[config.mk]
export PLATFORM = sky130hd
export DESIGN_NAME = rle_mono_raster_decoder
export DESIGN_NICKNAME = d
export VERILOG_FILES = /design/src/rtl/rmrd_pkg.sv /design/src/rtl/rmrd_front.sv /design/src/rtl/rmrd_queue.sv /design/src/rtl/rmrd_back.sv /design/src/rtl/rle_mono_raster_decoder.sv
export SDC_FILE = /design/constraint.sdc
export NUM_CORES = 1
export LEC_CHECK = 0
export BUFFER_PORTS_ARGS = -buffer_cell sky130_fd_sc_hd__clkbuf_2
export CORE_ASPECT_RATIO = 1.4
export CORE_UTILIZATION = 48
export CTS_CLUSTER_SIZE = 40
export DETAILED_ROUTE_END_ITERATION = 10
export SYNTH_ARGS = -nofsm -noshare
export SYNTH_HDL_FRONTEND = slang
export SYNTH_HIERARCHICAL = 1
export SYNTH_SLANG_ARGS = --single-unit
[constraint.sdc]
create_clock -name i_clk -period 11.52 [get_ports i_clk]
set_input_delay 2.304 -clock i_clk [delete_from_list [all_inputs] [get_ports i_clk]]
set_output_delay 2.304 -clock i_clk [all_outputs]
set_load 0.05 [all_outputs]
[src/rtl/rmrd_pkg.sv]
// Shared types and constants for the run-length monochrome raster decoder.
// No dependencies; used by every module of the block.
package rmrd_pkg;

    // Character codes
    localparam logic [6:0] C_BEL    = 7'd7;
    localparam logic [6:0] C_ESC    = 7'd27;
    localparam logic [6:0] C_LET_G  = 7'h47;
    localparam logic [6:0] C_LET_Y  = 7'h59;
    localparam logic [6:0] RUN_BIAS = 7'd32;
    localparam logic [7:0] POS_BIAS = 8'd31;

    // Row widths
    localparam logic [8:0] W_MED  = 9'd128;
    localparam logic [8:0] W_HIGH = 9'd256;
    localparam logic [7:0] M_MED  = 8'h7F;
    localparam logic [7:0] M_HIGH = 8'hFF;

    // Escape sequence positions
    localparam logic [1:0] ESC_LETTER = 2'd0;
    localparam logic [1:0] ESC_ARG1   = 2'd1;
    localparam logic [1:0] ESC_ARG2   = 2'd2;

    // Result kinds
    localparam logic [1:0] K_SPAN = 2'd0;
    localparam logic [1:0] K_CR   = 2'd1;
    localparam logic [1:0] K_END  = 2'd2;

    // Job queue address width (four entries)
    localparam int Q_AW = 2;

    // One decoded byte: up to two spans, the second always at column 0
    typedef struct packed {
        logic [1:0] kind;
        logic [7:0] row;
        logic [7:0] col;
        logic [6:0] len;
        logic       two;
        logic [7:0] row2;
        logic [6:0] len2;
    } t_job;

endpackage

[src/rtl/rmrd_front.sv]
// Front end: accepts bytes, tracks escape and cursor state, emits one job per
// byte that has results. Depends on rmrd_pkg.
module rmrd_front (
    input  logic             i_clk,
    input  logic             i_rst_n,
    input  logic             i_high_res,
    input  logic             i_cfg_we,
    input  logic             i_cfg_data,
    input  logic             i_accept,
    input  logic [6:0]       i_data_byte,
    output logic             o_push,
    output rmrd_pkg::t_job   o_job
);

    logic       r_in_escape, n_in_escape;
    logic [1:0] r_esc_count, n_esc_count;
    logic [6:0] r_esc_letter, n_esc_letter;
    logic [6:0] r_esc_row, n_esc_row;
    logic       r_skip, n_skip;
    logic [7:0] r_col, n_col;
    logic [7:0] r_row, n_row;

    logic [8:0] w;
    logic [7:0] mask;
    logic [6:0] len;
    logic [7:0] col;
    logic [8:0] room;
    logic [6:0] first;
    logic [8:0] sum;
    logic [8:0] endc;
    logic       has_res;
    rmrd_pkg::t_job job;

    always_comb begin
        w     = i_high_res ? rmrd_pkg::W_HIGH : rmrd_pkg::W_MED;
        mask  = i_high_res ? rmrd_pkg::M_HIGH : rmrd_pkg::M_MED;
        len   = (i_data_byte >= rmrd_pkg::RUN_BIAS) ? i_data_byte - rmrd_pkg::RUN_BIAS : 7'd0;
        col   = r_col & mask;
        room  = w - {1'b0, col};
        first = ({2'b00, len} < room) ? len : room[6:0];
        sum   = {1'b0, col} + {2'b00, len};
        endc  = {1'b0, col} + {2'b00, first};

        n_in_escape  = r_in_escape;
        n_esc_count  = r_esc_count;
        n_esc_letter = r_esc_letter;
        n_esc_row    = r_esc_row;
        n_skip       = r_skip;
        n_col        = r_col;
        n_row        = r_row;
        has_res      = 1'b0;
        job          = '0;

        if (r_in_escape) begin
            if (r_esc_count == rmrd_pkg::ESC_LETTER) begin
                n_esc_letter = i_data_byte;
                n_esc_count  = rmrd_pkg::ESC_ARG1;
                if (i_data_byte != rmrd_pkg::C_LET_G && i_data_byte != rmrd_pkg::C_LET_Y) begin
                    n_in_escape = 1'b0;
                    n_esc_count = rmrd_pkg::ESC_LETTER;
                end
            end else if (r_esc_letter == rmrd_pkg::C_LET_G) begin
                n_in_escape = 1'b0;
                n_esc_count = rmrd_pkg::ESC_LETTER;
                has_res     = 1'b1;
                job.kind    = rmrd_pkg::K_END;
            end else if (r_esc_letter == rmrd_pkg::C_LET_Y
                         && r_esc_count == rmrd_pkg::ESC_ARG1) begin
                n_esc_row   = i_data_byte;
                n_esc_count = rmrd_pkg::ESC_ARG2;
            end else if (r_esc_letter == rmrd_pkg::C_LET_Y) begin
                n_row       = {1'b0, r_esc_row} - rmrd_pkg::POS_BIAS;
                n_col       = ({1'b0, i_data_byte} - rmrd_pkg::POS_BIAS) & mask;
                n_in_escape = 1'b0;
                n_esc_count = rmrd_pkg::ESC_LETTER;
            end else begin
                n_in_escape = 1'b0;
                n_esc_count = rmrd_pkg::ESC_LETTER;
            end
        end else if (i_data_byte == rmrd_pkg::C_BEL) begin
            has_res  = 1'b1;
            job.kind = rmrd_pkg::K_CR;
        end else if (i_data_byte == rmrd_pkg::C_ESC) begin
            n_in_escape = 1'b1;
            n_esc_count = rmrd_pkg::ESC_LETTER;
            n_skip      = 1'b0;
        end else if (r_skip) begin
            // skip run: advance the cursor, wrap into the next row
            if (sum >= w) begin
                n_col = 8'(sum - w);
                n_row = r_row + 8'd1;
            end else begin
                n_col = sum[7:0];
            end
            n_skip = 1'b0;
        end else begin
            n_skip = 1'b1;
            if (len != 7'd0) begin
                has_res  = 1'b1;
                job.kind = rmrd_pkg::K_SPAN;
                job.row  = r_row;
                job.col  = col;
                job.len  = first;
                if (endc >= w) begin
                    n_col = 8'd0;
                    n_row = r_row + 8'd1;
                end else begin
                    n_col = endc[7:0];
                end
                if (len > first) begin
                    job.two  = 1'b1;
                    job.row2 = n_row;
                    job.len2 = len - first;
                    n_col    = {1'b0, len - first};
                end
            end
        end
    end

    always_ff @(posedge i_clk) begin
        if (!i_rst_n) begin
            r_in_escape  <= 1'b0;
            r_esc_count  <= rmrd_pkg::ESC_LETTER;
            r_esc_letter <= 7'd0;
            r_esc_row    <= 7'd0;
            r_skip       <= 1'b0;
            r_col        <= 8'd0;
            r_row        <= 8'd0;
        end else if (i_accept) begin
            r_in_escape  <= n_in_escape;
            r_esc_count  <= n_esc_count;
            r_esc_letter <= n_esc_letter;
            r_esc_row    <= n_esc_row;
            r_skip       <= n_skip;
            r_col        <= n_col;
            r_row        <= n_row;
        end else if (i_cfg_we && !i_cfg_data) begin
            // narrower rows: fold the cursor into them
            r_col <= r_col & rmrd_pkg::M_MED;
        end
    end

    assign o_push = i_accept && has_res;
    assign o_job  = job;

endmodule

[src/rtl/rmrd_queue.sv]
// Four-entry show-ahead job queue between front and back end.
// Depends on rmrd_pkg.
module rmrd_queue (
    input  logic             i_clk,
    input  logic             i_rst_n,
    input  logic             i_push,
    input  rmrd_pkg::t_job   i_job,
    input  logic             i_pop,
    output logic             o_full,
    output logic             o_empty,
    output rmrd_pkg::t_job   o_job
);

    localparam int DEPTH = 1 << rmrd_pkg::Q_AW;

    rmrd_pkg::t_job r_mem [DEPTH];
    logic [rmrd_pkg::Q_AW:0] r_wr, r_rd;

    assign o_empty = (r_wr == r_rd);
    assign o_full  = (r_wr[rmrd_pkg::Q_AW] != r_rd[rmrd_pkg::Q_AW])
                  && (r_wr[rmrd_pkg::Q_AW-1:0] == r_rd[rmrd_pkg::Q_AW-1:0]);
    assign o_job   = r_mem[r_rd[rmrd_pkg::Q_AW-1:0]];

    always_ff @(posedge i_clk) begin
        if (i_push) begin
            r_mem[r_wr[rmrd_pkg::Q_AW-1:0]] <= i_job;
        end
    end

    always_ff @(posedge i_clk) begin
        if (!i_rst_n) begin
            r_wr <= '0;
            r_rd <= '0;
        end else begin
            if (i_push) begin
                r_wr <= r_wr + 1'b1;
            end
            if (i_pop) begin
                r_rd <= r_rd + 1'b1;
            end
        end
    end

endmodule

[src/rtl/rmrd_back.sv]
// Back end: expands queued jobs into results, one per cycle while not stalled,
// through an output register. Depends on rmrd_pkg.
module rmrd_back (
    input  logic             i_clk,
    input  logic             i_rst_n,
    input  logic             i_q_empty,
    input  rmrd_pkg::t_job   i_job,
    output logic             o_pop,
    output logic             o_out_valid,
    input  logic             i_out_stall,
    output logic [1:0]       o_result_kind,
    output logic [7:0]       o_span_row,
    output logic [7:0]       o_span_col,
    output logic [6:0]       o_span_len,
    output logic             o_last_of_run
);

    logic       r_valid;
    logic       r_pend;
    logic [1:0] r_kind;
    logic [7:0] r_row, r_col, r_row2;
    logic [6:0] r_len, r_len2;
    logic       r_last;
    logic       load;

    assign load  = !r_valid || !i_out_stall;
    assign o_pop = load && !r_pend && !i_q_empty;

    always_ff @(posedge i_clk) begin
        if (!i_rst_n) begin
            r_valid <= 1'b0;
            r_pend  <= 1'b0;
        end else if (load) begin
            if (r_pend) begin
                r_valid <= 1'b1;
                r_pend  <= 1'b0;
            end else begin
                r_valid <= !i_q_empty;
                r_pend  <= !i_q_empty && i_job.two;
            end
        end
    end

    always_ff @(posedge i_clk) begin
        if (load) begin
            if (r_pend) begin
                r_kind <= rmrd_pkg::K_SPAN;
                r_row  <= r_row2;
                r_col  <= 8'd0;
                r_len  <= r_len2;
                r_last <= 1'b1;
            end else begin
                r_kind <= i_job.kind;
                r_row  <= i_job.row;
                r_col  <= i_job.col;
                r_len  <= i_job.len;
                r_last <= !i_job.two;
                r_row2 <= i_job.row2;
                r_len2 <= i_job.len2;
            end
        end
    end

    assign o_out_valid   = r_valid;
    assign o_result_kind = r_kind;
    assign o_span_row    = r_row;
    assign o_span_col    = r_col;
    assign o_span_len    = r_len;
    assign o_last_of_run = r_last;

endmodule

[src/rtl/rle_mono_raster_decoder.sv]
// Top level of the run-length monochrome raster decoder.
// Depends on rmrd_pkg, rmrd_front, rmrd_queue and rmrd_back.
//
// Input: i_in_valid / o_in_stall carry one 7-bit character (i_data_byte); an
//   item is taken at a clock edge with valid high and stall low. o_in_stall
//   rises only while the four-entry job queue is full.
// Output: o_out_valid / i_out_stall carry one result item per edge: a black
//   span (row, first column, length), a CR reply request or graphics end.
//   o_last_of_run marks the final item caused by a character.
// Configuration: i_cfg_valid / o_cfg_ready write high_res (i_cfg_data);
//   ready is always high. Write only while the block is idle.
// Timing: a character is decoded and its job queued at the edge that takes
//   it; the back end loads the output register from the head job, or from
//   a pending second span, whenever it is empty or not stalled. Characters
//   enter at one a cycle while the queue is not full; one result leaves a
//   cycle while i_out_stall is low, so a character that splits into two
//   spans gives two results through the single output register.
// Reset: synchronous, active low: cursor at row 0 column 0, draw phase, no
//   escape, 128-pixel rows, queue and output empty.
// Stalls: while i_out_stall is high the result holds; decoding carries on
//   until the queue fills, then o_in_stall holds off the sender.
module rle_mono_raster_decoder (
    input  logic       i_clk,
    input  logic       i_rst_n,
    // configuration
    input  logic       i_cfg_valid,
    output logic       o_cfg_ready,
    input  logic       i_cfg_data,
    // character input
    input  logic       i_in_valid,
    output logic       o_in_stall,
    input  logic [6:0] i_data_byte,
    // result output
    output logic       o_out_valid,
    input  logic       i_out_stall,
    output logic [1:0] o_result_kind,
    output logic [7:0] o_span_row,
    output logic [7:0] o_span_col,
    output logic [6:0] o_span_len,
    output logic       o_last_of_run
);

    logic           r_high_res;
    logic           cfg_we;
    logic           accept;
    logic           push, pop, q_full, q_empty;
    rmrd_pkg::t_job front_job, head_job;

    assign o_cfg_ready = 1'b1;
    assign cfg_we      = i_cfg_valid && o_cfg_ready;
    assign o_in_stall  = q_full;
    assign accept      = i_in_valid && !o_in_stall;

    // hold the resolution setting
    always_ff @(posedge i_clk) begin
        if (!i_rst_n) begin
            r_high_res <= 1'b0;
        end else if (cfg_we) begin
            r_high_res <= i_cfg_data;
        end
    end

    rmrd_front u_front (
        .i_clk       (i_clk),
        .i_rst_n     (i_rst_n),
        .i_high_res  (r_high_res),
        .i_cfg_we    (cfg_we),
        .i_cfg_data  (i_cfg_data),
        .i_accept    (accept),
        .i_data_byte (i_data_byte),
        .o_push      (push),
        .o_job       (front_job)
    );

    rmrd_queue u_queue (
        .i_clk   (i_clk),
        .i_rst_n (i_rst_n),
        .i_push  (push),
        .i_job   (front_job),
        .i_pop   (pop),
        .o_full  (q_full),
        .o_empty (q_empty),
        .o_job   (head_job)
    );

    rmrd_back u_back (
        .i_clk         (i_clk),
        .i_rst_n       (i_rst_n),
        .i_q_empty     (q_empty),
        .i_job         (head_job),
        .o_pop         (pop),
        .o_out_valid   (o_out_valid),
        .i_out_stall   (i_out_stall),
        .o_result_kind (o_result_kind),
        .o_span_row    (o_span_row),
        .o_span_col    (o_span_col),
        .o_span_len    (o_span_len),
        .o_last_of_run (o_last_of_run)
    );

    // a span is never empty and stays within its row
    a_span_in_row: assert property (@(posedge i_clk) disable iff (!i_rst_n)
        (o_out_valid && o_result_kind == rmrd_pkg::K_SPAN) |->
            (o_span_len != 7'd0
             && ({1'b0, o_span_col} + {2'b00, o_span_len})
                <= (r_high_res ? rmrd_pkg::W_HIGH : rmrd_pkg::W_MED)))
        else $error("span empty or past end of row");

    // the first span of a split run, once taken, is followed at once by its second
    a_split_follows: assert property (@(posedge i_clk) disable iff (!i_rst_n)
        (o_out_valid && !o_last_of_run && !i_out_stall) |=>
            (o_out_valid && o_result_kind == rmrd_pkg::K_SPAN
             && o_span_col == 8'd0 && o_last_of_run))
        else $error("second span of a split run missing");

    // replies and graphics end are single, last items
    a_single_result: assert property (@(posedge i_clk) disable iff (!i_rst_n)
        (o_out_valid && o_result_kind != rmrd_pkg::K_SPAN) |-> o_last_of_run)
        else $error("non-span result not marked last");

endmodule
==> flow_summary.yaml <==
logic_synthesis:
  syn_inst: 885
  syn_area_um2: 12100
  yosysSeqAreaShare_pct: 58.5
  postSynth.asyncResetShare_pct: 0
  syn-num-nets: 943
  ys_top_cells_by_area: "edfxtp_1 51%, dfxtp_1 7.5%, mux4_2 7.5%"
  synth_edf_count: 205
  ys_warn_count: 6
  avgSynthCellArea_um2: 13.6
  synth-seq-cells: 250
  ys_types: 85
  synth_top_cell_by_area: "edfxtp_1"
  netlist.area_leader.share_pct: 51.1
  synth.most_common_cell: "edfxtp_1"
  synth_commonest_cells: "205 x edfxtp_1, 82 x nor2_1, 45 x dfxtp_1"
  ys.flop_type: "edfxtp_1"
layout:
  multi_input_area_um2: 4560
  nFillCells: 2086
  syn2layout_area_growth_pct: 10.4
  seq_area_um2: 7060
  drive_above_1_share_pct: 18.5
  nNetsFinal: 986
  num_antenna_cells: 0
  fin_util_pct: 54.0
cts:
  ctsLongestPathBuffers: 3
  path_clk_slew_ns: 0.06
  numCtsBuffers: 25
  cts_num_sinks: 250
  post_cts_resized: 0
  ctsHoldBuffers: 0
  insertion_delay_ns: 0.52
  cts_root_buf: "clkbuf_16"
  cts_setup_buffers: 0
  htreeDepth: 1
  cts_tree: "done"
detailed_routing:
  firstDrtPassIters: 5
  wl_um: 25400
  drc: 0
  via_per_inst: 5.69
  ant_nets: 0
  via_count: 7165
  drtIter0Drc: 452
  avgRoutedWirePerCell_um: 20.2
critical_path:
  startpoint_type: "input port"
  critical_path.max_fanout: 11
  r2r_slack_ns: 5.32
  reg2reg_to: "u_front/r_row[4]"
  worst_ep_required_time_ns: 11.98
  path_class: "in2reg"
  crit_arrival_ns: 8.65
  crit-reg2reg-launch: "u_front/r_col[1]"
  cp-end-kind: "register"
  rr_worst_depth: 25
run:
  cap_violations: 0
sta:
  maxSlewHeadroom_pct: 43.0
  finalSetupViolCount: 0
  min_period_ns: 8.19
  fin_crit_sh_pct: 71.1
  whs_ns: 0.484
  hold_violations: 0
  timing.setup.tns_ns: 0
  worst_slew_pin_slew_ns: 0.855
  finalMaxSlewViolations: 0
  fmax_mhz: 122
  grt_setup_unrepaired: "false"
  fin_skew_ns: 0.0146
floorplan:
  core_um2: 24700
  start_util_pct: 48.9
  die_y_um: 190
  rows: 68
  fp.dieW_um: 136
  dieArea_um2: 25800
  ios: 42
power_and_ir_drop:
  power.density_nw_per_um2: 223
  p_leak_nw: 4.83
  peakVddDrop_mv: 0.157
global_routing:
  antenna_found_initial: 0
  grt_pass1_vias: 7264
  gr-total-overflow: 0
  grt_max_degree: 42
  track_usage_pct: 20.5
  grt_pass1_wl_um: 40400
place:
  port_buffers: 40
  place.gp.congestion: 0.904
  dpl.hpwl_um: 16900
worst_hold_path:
  hold_depth: 2
  min_from: "u_front/r_esc_letter[5]"
  hold_path.class: "reg2reg"
  min_to: "u_front/r_esc_letter[5]"
run_status:
  status: "finished, final reports clean"
final cells by class:
type	instances	share of cell area [%]
Sequential cell	250	53.0
Tap cell	315	2.96
Multi-Input combinational cell	550	34.2
Clock inverter	12	1.08
Inverter	46	1.32
Timing Repair Buffer	55	2.35
Clock buffer	32	5.05
layer usage:
| metal | wire length [um] | GRT usage, % | vias to the layer above |
|---|---|---|---|
| met5 | 0 | 0 | - |
| met4 | 783 | 7.61 | 0 |
| met3 | 821 | 2.10 | 44 |
| met2 | 12900 | 35.8 | 150 |
| met1 | 11000 | 26.3 | 3562 |
| li1 | - | - | 3409 |
power breakdown:
group          total, W  internal, W  switching, W  leakage (nW)
Clock          0.000810     0.000479      0.000332         0.388
Sequential      0.00119      0.00114     0.0000507          2.33
Combinational  0.000968     0.000347      0.000621          2.11
Total           0.00297      0.00196       0.00100          4.83
layout by cell type, fill, tap and decap left out, drive strengths merged, types with 4 or more instances in the layout:
| cell | netlist | final |
|---|---|---|
| edfxtp | 205 | 205 |
| nor2 | 82 | 82 |
| clkbuf | 19 | 72 |
| inv | 45 | 46 |
| dfxtp | 45 | 45 |
| a21oi | 44 | 44 |
| ha | 42 | 42 |
| mux4 | 41 | 41 |
| nand2 | 35 | 35 |
| o21ai | 27 | 27 |
| xnor2 | 26 | 26 |
| mux2i | 21 | 21 |
| nand3 | 19 | 19 |
| mux2 | 19 | 19 |
| and2 | 18 | 18 |
| xor2 | 16 | 16 |
| buf | 20 | 15 |
| nor2b | 13 | 13 |
| nor3 | 13 | 13 |
| nand2b | 12 | 12 |
| and3 | 9 | 9 |
| a21o | 8 | 8 |
| o31ai | 7 | 7 |
| nor4 | 6 | 6 |
| clkinv | 1 | 6 |
| nand3b | 5 | 5 |
| o2111ai | 5 | 5 |
| nand4 | 5 | 5 |
| nor3b | 4 | 4 |
| o22ai | 4 | 4 |
| o21bai | 4 | 4 |
| o21a | 4 | 4 |
how the worst max path moves through the flow:
stage                   startpoint                   end  slack (ns)  cells past startpoint
detailed placement  i_data_byte[2]      u_front/r_row[4]        2.88                     26
global placement    i_data_byte[2]      u_front/r_row[4]        3.00                     26
floorplan           i_data_byte[4]  u_queue/r_mem[0][13]        3.45                     27
finish              i_data_byte[2]      u_front/r_row[4]        3.33                     26
CTS                 i_data_byte[2]      u_front/r_row[4]        3.39                     26
global route        i_data_byte[2]      u_front/r_row[4]        2.75                     26
metrics by stage:
| step | instances | worst slack (ns) | power [W] | area (um^2) |
|---|---|---|---|---|
| floorplan | 885 | 3.45 | 0.00196 | 12100 |
| finish | 1260 | 3.33 | 0.00297 | 13300 |
| global placement | 1216 | 3.00 | 0.00217 | 12500 |
| detailed placement | 1216 | 2.88 | 0.00218 | 12500 |
| CTS | 1260 | 3.39 | 0.00299 | 13300 |
| global route | 1260 | 2.75 | 0.00311 | 13300 |
registers in the layout, summed over array words and instances, names as in the netlist, 2 cells and up, named ones only:
name	cells
u_front/r_esc_count	2
u_front/r_col	8
u_front/r_esc_row	7
u_back/o_span_row	8
u_queue/r_rd	3
u_back/o_span_len	7
u_queue/r_wr	3
u_front/r_esc_letter	7
u_back/r_row2	8
u_front/r_row	8
u_back/o_span_col	8
u_back/r_len2	7
u_queue/r_mem	164
u_back/o_result_kind	2
cell families after synthesis:
kind of cell / after synthesis / share of synthesized area [%]
simple gates: 238 / 10.2
xor+xnor: 42 / 3.05
compound gates: 140 / 7.88
buf+inv: 85 / 3.74
fa+ha+maj: 48 / 5.12
flops: 250 / 58.5
mux: 81 / 11.5
other cells: 1 / 0.0311
critical path, stage by stage:
cell and delay [ns]:
clkbuf_2 0.19, or4b_4 0.58, o21ai_1 0.24, and2_1 0.34, ha_1 0.28, a21o_1 0.16
maj3_1 0.33, a21o_1 0.18, a21oi_1 0.19, o21ai_2 0.18, mux2i_1 0.51, inv_1 0.09
ha_1 0.29, a21oi_1 0.20, o2111ai_1 0.21, nor3_1 0.16, nor2_1 0.08, xor2_1 0.16
ha_1 0.30, nand2_1 0.05, nor4bb_1 0.26, nand4b_1 0.16, o211a_1 0.35, o311a_1 0.34
a2111oi_2 0.34, a311o_1 0.16
Power figures use the tool's default switching activity.
